`config.mk`:
```
export PLATFORM = sky130hd
export DESIGN_NAME = reed_solomon_parity_encoder
export DESIGN_NICKNAME = d
export VERILOG_FILES = /design/src/rtl/rs_enc_pkg.sv /design/src/rtl/rs_enc_cell.sv /design/src/rtl/reed_solomon_parity_encoder.sv
export SDC_FILE = /design/constraint.sdc
export NUM_CORES = 1
export LEC_CHECK = 0
export BUFFER_PORTS_ARGS = -buffer_cell sky130_fd_sc_hd__buf_4
export CORE_ASPECT_RATIO = 1.4
export CORE_MARGIN = 5
export CORE_UTILIZATION = 50
export DETAILED_ROUTE_END_ITERATION = 8
export PLACE_DENSITY = 0.74
export SLEW_MARGIN = 20
export SYNTH_ARGS = -nofsm -noshare
export SYNTH_HDL_FRONTEND = slang
export SYNTH_SLANG_ARGS = --single-unit
```
`constraint.sdc`:
```
create_clock -name clk -period 13.4 [get_ports clk]
set_input_delay 2.68 -clock clk [delete_from_list [all_inputs] [get_ports clk]]
set_output_delay 2.68 -clock clk [all_outputs]
set_load 0.02 [all_outputs]
```
`src/rtl/rs_enc_pkg.sv`:
```
`default_nettype none

package rs_enc_pkg;

  localparam int MAX_ECC_LEN = 31;
  localparam logic [8:0] GF_POLY = 9'h11d;

  typedef logic [7:0] gf_byte_t;

  // Control that every cell of the remainder chain sees in the same cycle.
  typedef struct packed {
    logic absorb;  // a data byte is taken this cycle
    logic load;    // that byte ends the message: move the remainder to the drain
    logic shift;   // a parity byte leaves the drain this cycle
  } rs_enc_ctrl_t;

  // GF(256) product with field polynomial 0x11d.
  function automatic gf_byte_t gf_mul(input gf_byte_t x, input gf_byte_t y);
    logic [8:0] a;
    gf_byte_t acc;
    acc = '0;
    a = {1'b0, x};
    for (int k = 0; k < 8; k++) begin
      if (y[k]) begin
        acc = acc ^ a[7:0];
      end
      a = {a[7:0], 1'b0};
      if (a[8]) begin
        a = a ^ GF_POLY;
      end
    end
    return acc;
  endfunction

  // Coefficient idx of g(x) = (x - a^0)(x - a^1)...(x - a^(ecc_len-1)).
  // Only evaluated at elaboration to set each cell's constant multiplier.
  function automatic gf_byte_t rs_gen_coef(input int ecc_len, input int idx);
    gf_byte_t g [0:MAX_ECC_LEN];
    gf_byte_t root;
    for (int j = 0; j <= MAX_ECC_LEN; j++) begin
      g[j] = '0;
    end
    g[0] = 8'h01;
    root = 8'h01;
    for (int i = 0; i < ecc_len; i++) begin
      for (int j = ecc_len; j >= 1; j--) begin
        g[j] = g[j-1] ^ gf_mul(g[j], root);
      end
      g[0] = gf_mul(g[0], root);
      root = gf_mul(root, 8'h02);
    end
    return g[idx];
  endfunction

endpackage

`default_nettype wire

```
`src/rtl/rs_enc_cell.sv`:
```
`default_nettype none

module rs_enc_cell
  import rs_enc_pkg::*;
#(
  parameter logic [7:0] COEF = 8'h01
) (
  input  wire logic         clk,
  input  wire logic         rst,
  input  wire rs_enc_ctrl_t ctrl,
  input  wire gf_byte_t     lead,
  input  wire gf_byte_t     rem_in,
  input  wire gf_byte_t     drain_in,
  output gf_byte_t          rem,
  output gf_byte_t          drain
);

  gf_byte_t rem_calc;

  assign rem_calc = rem_in ^ gf_mul(lead, COEF);

  always_ff @(posedge clk) begin
    if (rst) begin
      rem <= '0;
    end else if (ctrl.absorb) begin
      rem <= ctrl.load ? '0 : rem_calc;
    end
  end

  // The drain register captures the final remainder and then shifts toward the top cell.
  always_ff @(posedge clk) begin
    if (ctrl.load) begin
      drain <= rem_calc;
    end else if (ctrl.shift) begin
      drain <= drain_in;
    end
  end

endmodule

`default_nettype wire

```
`src/rtl/reed_solomon_parity_encoder.sv`:
```
// Systematic Reed-Solomon parity encoder over GF(256), field polynomial 0x11d.
// Input channel (in_valid/in_ready): one message byte per transaction, with
// last_byte set on the final byte. Output channel (out_valid/out_ready): one
// parity byte per transaction, highest remainder coefficient first, with
// parity_last set on the ECC_LEN-th byte.
// The remainder lives in a chain of ECC_LEN cells, each with a constant GF
// multiplier, so a byte is absorbed every cycle that in_ready is high. When the
// last byte is taken, the new remainder is copied into a parallel drain
// register in the same cells and the remainder clears, so the next message
// can start at once. The first parity byte is valid the cycle after the
// last byte is accepted; the drain shifts out one byte per cycle while
// out_ready is high. Throughput: one byte per cycle while in_ready is high;
// a last byte is held off while a previous parity block has more than one
// byte to deliver, or one byte that out_ready does not take this cycle.
// A stalled receiver freezes the drain; non-last bytes keep flowing.
// Reset clears the remainder and empties the drain.
`default_nettype none

module reed_solomon_parity_encoder
  import rs_enc_pkg::*;
#(
  parameter int ECC_LEN = 26
) (
  input  wire logic       clk,
  input  wire logic       rst,
  input  wire logic       in_valid,
  output logic            in_ready,
  input  wire logic [7:0] data_byte,
  input  wire logic       last_byte,
  output logic            out_valid,
  input  wire logic       out_ready,
  output logic [7:0]      parity_byte,
  output logic            parity_last
);

  localparam int CNT_W = $clog2(ECC_LEN + 1);

  logic [CNT_W-1:0] cnt;
  rs_enc_ctrl_t ctrl;
  gf_byte_t lead;
  gf_byte_t rem_q [ECC_LEN];
  gf_byte_t drain_q [ECC_LEN];
  logic in_fire;
  logic out_fire;
  logic drain_free;

  assign out_valid   = (cnt != '0);
  assign out_fire    = out_valid && out_ready;
  assign drain_free  = (cnt == '0) || ((cnt == CNT_W'(1)) && out_ready);
  assign in_ready    = !last_byte || drain_free;
  assign in_fire     = in_valid && in_ready;
  assign parity_byte = drain_q[ECC_LEN-1];
  assign parity_last = (cnt == CNT_W'(1));
  assign lead        = data_byte ^ rem_q[ECC_LEN-1];

  assign ctrl.absorb = in_fire;
  assign ctrl.load   = in_fire && last_byte;
  assign ctrl.shift  = out_fire;

  genvar j;
  generate
    for (j = 0; j < ECC_LEN; j++) begin : g_cell
      gf_byte_t rem_in;
      gf_byte_t drain_in;
      if (j == 0) begin : g_first
        assign rem_in   = '0;
        assign drain_in = '0;
      end else begin : g_rest
        assign rem_in   = rem_q[j-1];
        assign drain_in = drain_q[j-1];
      end
      rs_enc_cell #(
        .COEF(rs_gen_coef(ECC_LEN, j))
      ) u_cell (
        .clk     (clk),
        .rst     (rst),
        .ctrl    (ctrl),
        .lead    (lead),
        .rem_in  (rem_in),
        .drain_in(drain_in),
        .rem     (rem_q[j]),
        .drain   (drain_q[j])
      );
    end
  endgenerate

  always_ff @(posedge clk) begin
    if (rst) begin
      cnt <= '0;
    end else if (ctrl.load) begin
      cnt <= CNT_W'(ECC_LEN);
    end else if (out_fire) begin
      cnt <= cnt - CNT_W'(1);
    end
  end

  a_cnt_range: assert property (@(posedge clk) disable iff (rst)
    cnt <= CNT_W'(ECC_LEN))
    else $error("parity count above ECC_LEN");

  a_load_starts_drain: assert property (@(posedge clk) disable iff (rst)
    in_fire && last_byte |=> out_valid && (cnt == CNT_W'(ECC_LEN)))
    else $error("parity block did not start after last byte");

  a_rem_cleared: assert property (@(posedge clk) disable iff (rst)
    in_fire && last_byte |=> (rem_q[ECC_LEN-1] == '0) && (rem_q[0] == '0))
    else $error("remainder not cleared after message");

  a_no_overrun: assert property (@(posedge clk) disable iff (rst)
    in_fire && last_byte |-> (cnt == '0) || ((cnt == CNT_W'(1)) && out_ready))
    else $error("last byte taken while parity block still draining");

endmodule

`default_nettype wire
```
==> impl_metrics.toml, run 1 <==
[status]
status = "finished, final reports clean"

[timing]
setup_tns_ns = 0
slew_headroom_pct = 23.9
rsz0062_at_grt = "no"
whs_ns = 0.469
tightest_slew_ns = 1.14
fmax_ghz = 0.161
slew_violations = 0
setup_viol = 0
post-route-period-util_pct = 46.2
period_needed_ns = 6.19
skew_ns = 0.0216
finalHoldViolations = 0

[worst_setup_path]
worstSetupStartpointType = "input port"
crit_slowest_cell = "o41ai_1"
reg2reg_slack_ns = 9.49
endpoint_kind = "primary output"
crit_path_cell_trace = "buf_4, a21oi_1, o41ai_1, buf_4"
cp.depth = 4
worstPathArrival_ns = 3.51
critical_path_buf_inv_count = 2
crit_fanout = 4
critical_path_class = "input port to primary output"
slowest_delay_ns = 0.42
crit_path_frequent_cell = "buf_4"
required_ns = 10.72
cp_top_family = "compound AO/OA/AOI/OAI gates"
reg2reg_depth = 7

[placement]
place_congestion = 0.835
placed_area_um2 = 20300
dp_hpwl_um = 31300
portBuffers = 23

[hold_path]
hold_class = "flop to flop"
hold_depth = 2

[final_layout]
layout.filler_cells = 3188
drive_above_1_share_pct = 9.17
most-common-layout-cells = "354 x nand2_1, 236 x xnor2_1, 213 x dfxtp_1, 209 x nor2_1, 208 x edfxtp_1"
nets = 1872
diodes = 0
postLayoutCellArea_um2 = 21700
syn_to_final_growth_pct = 10.8
layout_commonest_cell = "nand2_1"

[yosys]
synth_top_area_cell = "edfxtp_1"
synth.distinct_cells = 35
ys_warn_count = 0
yosys_register_bits = 421
synth_edf_count = 208
synth_top_cell_area_share_pct = 32.0
synth.area.top_cells = "edfxtp_1 32%, dfxtp_1 22%, xnor2_1 11%, nand2_1 6.8%, xor2_1 5.8%"
async_flop_share_pct = 0
yosysSeqAreaShare_pct = 53.8
netlist_area_um2 = 19500
ys.flop_type = "dfxtp_1"
syn_inst = 1878
avgSynthCellArea_um2 = 10.4
syn_nets = 1894

[drt]
drc = 0
drt_iter0_drc = 1323
drtPass1Iterations = 5
avgRoutedWirePerCell_um = 21.6
final_antenna_net_count = 0
vias_per_cell = 5.73
num_vias = 13800
totalWireLength_um = 52100

[clock_network]
cts.htree.levels = 2
cts.repair.resized = 0
cts_buffer_depth = 3
cts-root-buf = "clkbuf_16"
cts-hold-fix-buffers = 0
path_clk_slew_ns = 0.06
insertion_delay_ns = 0.56
cts_buffers = 40
cts_sinks = 421
cts_tree = "built"
cts_setup_buffers = 0

[grt]
grt_pass1_wl_um = 80200
grt_max_degree = 147
grt_pass1_vias = 13700
antenna_found_initial = 0
gr-total-overflow = 0
track_usage_pct = 23.9

[die]
core_um2 = 38600
die_w_um = 177
die_height_um = 244
pin_count = 24
initial_core_util_pct = 50.6
rows = 85
die_area_um2 = 43200

[flow_run]
cap_violations = 0
synth_stat cells, types with 4 or more instances:
cell	instances
o21ai_0	130
a21oi_1	47
xnor2_2	6
and2_1	4
a22o_1	27
buf_2	12
xnor2_4	4
dfxtp_1	213
nor3_1	4
edfxtp_1	208
xnor3_1	15
mux2_2	16
nand2_1	356
xnor2_1	240
xor2_2	4
buf_1	14
a2bb2oi_1	54
clkbuf_1	93
nor2_1	211
xor2_1	130
a22oi_1	65
cell families (layout without fill, tap and decap cells):
| kind of cell | Yosys count | count (layout) | synth area share (%) |
|---|---|---|---|
| AND/OR/NAND/NOR | 583 | 583 | 11.4 |
| buffers and inverters | 124 | 133 | 2.50 |
| multiplexers | 16 | 16 | 0.922 |
| XOR/XNOR | 404 | 404 | 20.4 |
| adder cells (fa/ha/maj) | 3 | 3 | 0.192 |
| AO/OA/AOI/OAI | 327 | 327 | 10.9 |
| flip-flops | 421 | 421 | 53.8 |
worst register-to-register path, cell delays in order, from the launching register on:
cell and delay [ns]:
dfxtp_1 0.33, inv_1 0.11, ha_1 0.21, a21oi_1 0.07
nor2b_1 0.24, nand3_4 0.66, nand2_4 1.01, buf_12 0.73
cell type report:
cell class,instances,area (um2),share of cell area [%]
sequential,421,10500,48.5
multi-input combinational,1333,8640,39.9
clock buffer,54,1130,5.24
tap,522,653,3.02
timing repair buffer,57,444,2.05
clock inverter,19,259,1.20
inverter,3,11.3,0.0520
per-stage QoR:
| stage | setup WS, ns | util (%) | instances |
|---|---|---|---|
| 2_1_floorplan | 4.42 | - | 1878 |
| 3_3_place_gp | 7.24 | 52.5 | 2336 |
| 3_5_place_dp | 7.18 | 52.5 | 2336 |
| 4_1_cts | 7.17 | 56.1 | 2409 |
| 5_1_grt | 7.08 | 56.1 | 2409 |
| 6_report | 7.21 | 56.1 | 2409 |
registers in the layout, indices dropped and copies added (netlist names):
signal / flops
cnt: 5
g_cell.u_cell.rem: 208
g_cell.u_cell.drain: 208
worst paths after layout:
kind	startpoint	to
worst min register to register	g_cell[3].u_cell.rem[4]	g_cell[3].u_cell.rem[4]
worst min-delay path	g_cell[3].u_cell.rem[4]	g_cell[3].u_cell.rem[4]
worst max register to register	cnt[0]	g_cell[18].u_cell.drain[0]
worst max-delay path	out_ready	in_ready
layer usage:
metal / up-vias / track usage [%] / part of all wire, %
met5: - / 0 / 0
met4: 0 / 10.7 / 4.9
met3: 145 / 3.69 / 7.9
met2: 615 / 39.3 / 48
met1: 6773 / 31.2 / 39
li1: 6270 / - / -
Power of run 1 is left out: the tool's default activity adds up to more than one toggle a clock period on the data nets, which glitch-free logic cannot reach.
==> inputs of run 2 (changes only) <==
clock period = 6.2 ns   (was 13.4 ns; I/O delays follow)
==> run 2 against run 1 <==
Compared with the run above:
- clock-buffer cell count increased by 6
- via count barely moved
- clock skew grew 0.00056 ns
- cell count is 0.29% higher
- critical path depth is 2 higher
- cell area rose by 0.17%
- setup slack lost 4.7 ns
- highest routed layer unchanged
- worst hold slack gained 0.015 ns
- global-route usage is 0.34 points higher
- wire length up 1.6%
==> impl_metrics.toml, run 2 (synthesis gave the netlist of run 1 again) <==
[drt]
drt_iter0_drc = 1349
num_vias = 13800
totalWireLength_um = 53000
vias_per_cell = 5.72
drc = 0
drtPass1Iterations = 6
final_antenna_net_count = 0
avgRoutedWirePerCell_um = 21.9

[clock_network]
cts_buffers = 41
cts_buffer_depth = 3
insertion_delay_ns = 0.56
path_clk_slew_ns = 0.06
cts_sinks = 421
cts.repair.resized = 0
cts_tree = "built"
cts-hold-fix-buffers = 0
cts-root-buf = "clkbuf_16"
cts_setup_buffers = 0
cts.htree.levels = 2

[grt]
antenna_found_initial = 0
grt_max_degree = 119
track_usage_pct = 24.2
grt_pass1_wl_um = 81100
gr-total-overflow = 0
grt_pass1_vias = 13700

[final_layout]
postLayoutCellArea_um2 = 21700
diodes = 0
layout.filler_cells = 3224
multi_input_area_um2 = 8670
layout.area.seq_um2 = 10500
drive_above_1_share_pct = 9.19
syn_to_final_growth_pct = 11.0
fin_cells = 2416
most-common-layout-cells = "354 x nand2_1, 233 x xnor2_1, 213 x dfxtp_1, 209 x nor2_1, 208 x edfxtp_1"
largest_registers = "g_cell.u_cell.drain: 208 flops, g_cell.u_cell.rem: 208 flops, cnt: 5 flops"
nets = 1879
layout_commonest_cell = "nand2_1"

[die]
die_area_um2 = 43200
initial_core_util_pct = 50.6
pin_count = 24
core_um2 = 38600
rows = 85
die_w_um = 177
die_height_um = 244

[timing]
slew_violations = 0
tightest_slew_ns = 1.16
setup_viol = 0
finalHoldViolations = 0
rsz0062_at_grt = "no"
setup_tns_ns = 0
post-route-period-util_pct = 60.0
period_needed_ns = 3.72
slew_headroom_pct = 22.1
fin_ws_ns = 2.48
fmax_ghz = 0.269
skew_ns = 0.0221

[worst_setup_path]
crit_slowest_cell = "nand2_8"
crit_fanout = 78
worstPathArrival_ns = 3.90
worstSetupStartpointType = "input port"
slowest_delay_ns = 0.84
cp_top_family = "simple AND/OR/NAND/NOR gates"
crit_path_frequent_cell = "buf_4"
endpoint_kind = "flop"
crit_path_cell_trace = "buf_4, a21oi_1, nor2b_1, nand3_4, nand2_8, buf_4"
required_ns = 6.38
critical_path_buf_inv_count = 2
critical_path_class = "input port to flop"

[placement]
portBuffers = 23
place_congestion = 0.891
placed_area_um2 = 20300
dp_hpwl_um = 33600
post-place-ws_ns = 1.92
post-place-cells = 2342

[status]
status = "finished, final reports clean"

[flow_run]
cap_violations = 0

[hold_path]
hold_class = "flop to flop"
run 2: cell count changes in the layout (fill, tap and decap cells not counted), sizes merged:
cell and change:
buf +6, clkbuf +6, bufinv -2, clkinv -2
inv -1
run 2: cell type report:
| class | instances | area share [%] |
|---|---|---|
| flip-flops and latches | 421 | 48.5 |
| inverters | 3 | 0.0519 |
| clock inverters | 14 | 0.854 |
| repair buffers | 63 | 2.33 |
| multi-input cells | 1333 | 40.0 |
| well taps | 522 | 3.01 |
| clock buffers | 60 | 5.34 |
run 2: metrics by stage:
stage / util [%] / hold WS, ns
after CTS: 56.2 / 0.489
after global routing: 56.2 / 0.507
after global placement: 52.7 / 0.456
after floorplan: - / 0.427
after detailed placement: 52.7 / 0.468
final: 56.2 / 0.484
run 2: tightest hold or removal path: stages, from the launching register on:
cell,delay (ns)
dfxtp_1,0.34
nand2_1,0.05
o21ai_0,0.06
run 2: worst paths after layout:
check,from,endpoint,slack [ns],cells after the start
max,out_ready,g_cell[9].u_cell.drain[2],2.48,6
min,g_cell[19].u_cell.rem[0],g_cell[19].u_cell.rem[0],0.48,2
max reg2reg,cnt[0],g_cell[9].u_cell.drain[2],2.62,7
min reg2reg,g_cell[19].u_cell.rem[0],g_cell[19].u_cell.rem[0],0.48,2
run 2: layer usage:
layer	part of all wire (%)	GRT usage [%]	vias to the layer above
li1	-	-	6270
met1	38	31.7	6730
met2	48	39.4	653
met3	8.4	3.99	160
met4	5.3	11.3	0
met5	0	0	-
Power of run 2 is left out for the same reason.
==> inputs of run 3 (changes only) <==
clock period = 3.6 ns   (was 6.2 ns; I/O delays follow)
==> run 3 against run 2 <==
Compared with the run above:
- sequential cell count did not move
- setup slack lost 2.0 ns
- utilization is 0.64 points higher
- cell area grew 1.1%
- first-iteration DRC count up 1.9%
- worst hold slack lost 0.021 ns
- register-to-register slack worse by 2.1 ns
- sequential share of layout area decreased by 0.55 points
- global-route usage is 0.15 points higher
- largest cell class unchanged
- highest routed layer unchanged
==> impl_metrics.toml, run 3 (synthesis gave the netlist of run 1 again) <==
[final_layout]
diodes = 0
nets = 1917
most-common-layout-cells = "354 x nand2_1, 236 x xnor2_1, 213 x dfxtp_1, 209 x nor2_1, 208 x edfxtp_1"
largest_registers = "g_cell.u_cell.drain: 208 flops, g_cell.u_cell.rem: 208 flops, cnt: 5 flops"
layout_commonest_cell = "nand2_1"
drive_above_1_share_pct = 10.7
syn_to_final_growth_pct = 12.3

[worst_setup_path]
reg2reg_depth = 6
slowest_delay_ns = 0.75
worstPathArrival_ns = 3.33
crit_path_cell_trace = "xor2_4, xnor3_1, xnor2_4, xor2_2, xor2_1, o21ai_0"
worstSetupStartpointType = "flop"
reg2reg_slack_ns = 0.52
crit_slowest_cell = "xnor3_1"
required_ns = 3.85
critical_path_class = "flop to flop"
crit_fanout = 10
reg2reg_from = "g_cell[25].u_cell.rem[6]"
regToRegEndpoint = "g_cell[14].u_cell.drain[3]"
endpoint_kind = "flop"

[grt]
grt_pass1_wl_um = 81700
antenna_found_initial = 0
grt_pass1_vias = 13900
gr-total-overflow = 0
track_usage_pct = 24.3
grt_max_degree = 161

[drt]
drt_iter0_drc = 1374
final_antenna_net_count = 0
totalWireLength_um = 52800
num_vias = 13900
vias_per_cell = 5.67
avgRoutedWirePerCell_um = 21.5
drtPass1Iterations = 5
drc = 0

[flow_run]
cap_violations = 0

[die]
pin_count = 24
rows = 85
core_um2 = 38600
die_w_um = 177
die_area_um2 = 43200
die_height_um = 244
initial_core_util_pct = 50.6

[clock_network]
cts-root-buf = "clkbuf_16"
cts.repair.resized = 0
insertion_delay_ns = 0.54
cts-hold-fix-buffers = 0
cts_buffer_depth = 3
path_clk_slew_ns = 0.06
cts_buffers = 39
cts_setup_buffers = 0
cts_tree = "built"
cts_sinks = 421
cts.htree.levels = 2

[hold_path]
hold_class = "flop to flop"
hold_depth = 2
hp-start = "g_cell[3].u_cell.rem[4]"
hold_end = "g_cell[3].u_cell.rem[4]"

[placement]
portBuffers = 23
place_congestion = 0.894
dp_hpwl_um = 33300

[timing]
whs_ns = 0.463
period_needed_ns = 3.08
slew_violations = 0
fmax_ghz = 0.324
setup_tns_ns = 0
post-route-period-util_pct = 85.6
slew_headroom_pct = 40.4
tightest_slew_ns = 0.888
skew_ns = 0.0118
setup_viol = 0
rsz0062_at_grt = "no"
finalHoldViolations = 0

[status]
status = "finished, final reports clean"
==> run 3: cell count changes in the layout (fill, tap and decap cells not counted), moves of 2 or more <==
cell,delta
clkinv_1,+2
bufinv_16,-2
clkbuf_8,-2
xnor2_1,+3
buf_12,+8
clkinv_2,+3
xnor2_2,-3
buf_4,+33
==> run 3: final cells by class <==
class	count	area, um2
inverter	3	11.3
timing repair buffer	103	902
clock buffer	56	1100
sequential	421	10500
clock inverter	14	115
tap	522	653
multi-input combinational	1333	8640
fill	3238	16700
==> run 3: critical path, delay by kind of cell, from the launching register on <==
kind | cells | cell delay [ns]
DFF | 1 | 0.49
xor gates and xnor gates | 5 | 2.18
AOI/OAI and AO/OA | 1 | 0.10
==> run 3: per-stage QoR <==
step                utilization [%]  instance area, um2  std cells  setup WS, ns
floorplan                         -               19600       1878         0.307
global placement               53.7               20700       2382         0.286
detailed placement             53.7               20700       2382         0.235
CTS                            56.8               21900       2452         0.559
global route                   56.8               21900       2452         0.437
finish                         56.8               21900       2452         0.517
==> run 3: metal layers <==
layer / GRT usage, % / wire (um) / vias up
li1: - / - / 6348
met1: 31.7 / 21000 / 6837
met2: 39.6 / 25100 / 580
met3: 3.69 / 3690 / 149
met4: 12.3 / 3040 / 0
met5: 0 / 0 / -
==> run 3: worst max path at each step <==
stage | from | end | slack [ns] | depth (start not counted)
floorplan | out_ready | g_cell[0].u_cell.drain[0] | 0.31 | 7
global placement | data_byte[6] | g_cell[16].u_cell.drain[6] | 0.29 | 7
detailed placement | data_byte[6] | g_cell[24].u_cell.drain[4] | 0.23 | 7
CTS | g_cell[25].u_cell.rem[6] | g_cell[14].u_cell.drain[3] | 0.56 | 6
global route | g_cell[25].u_cell.rem[6] | g_cell[24].u_cell.drain[4] | 0.44 | 6
finish | g_cell[25].u_cell.rem[6] | g_cell[14].u_cell.drain[3] | 0.52 | 6
Power of run 3 is left out for the same reason.
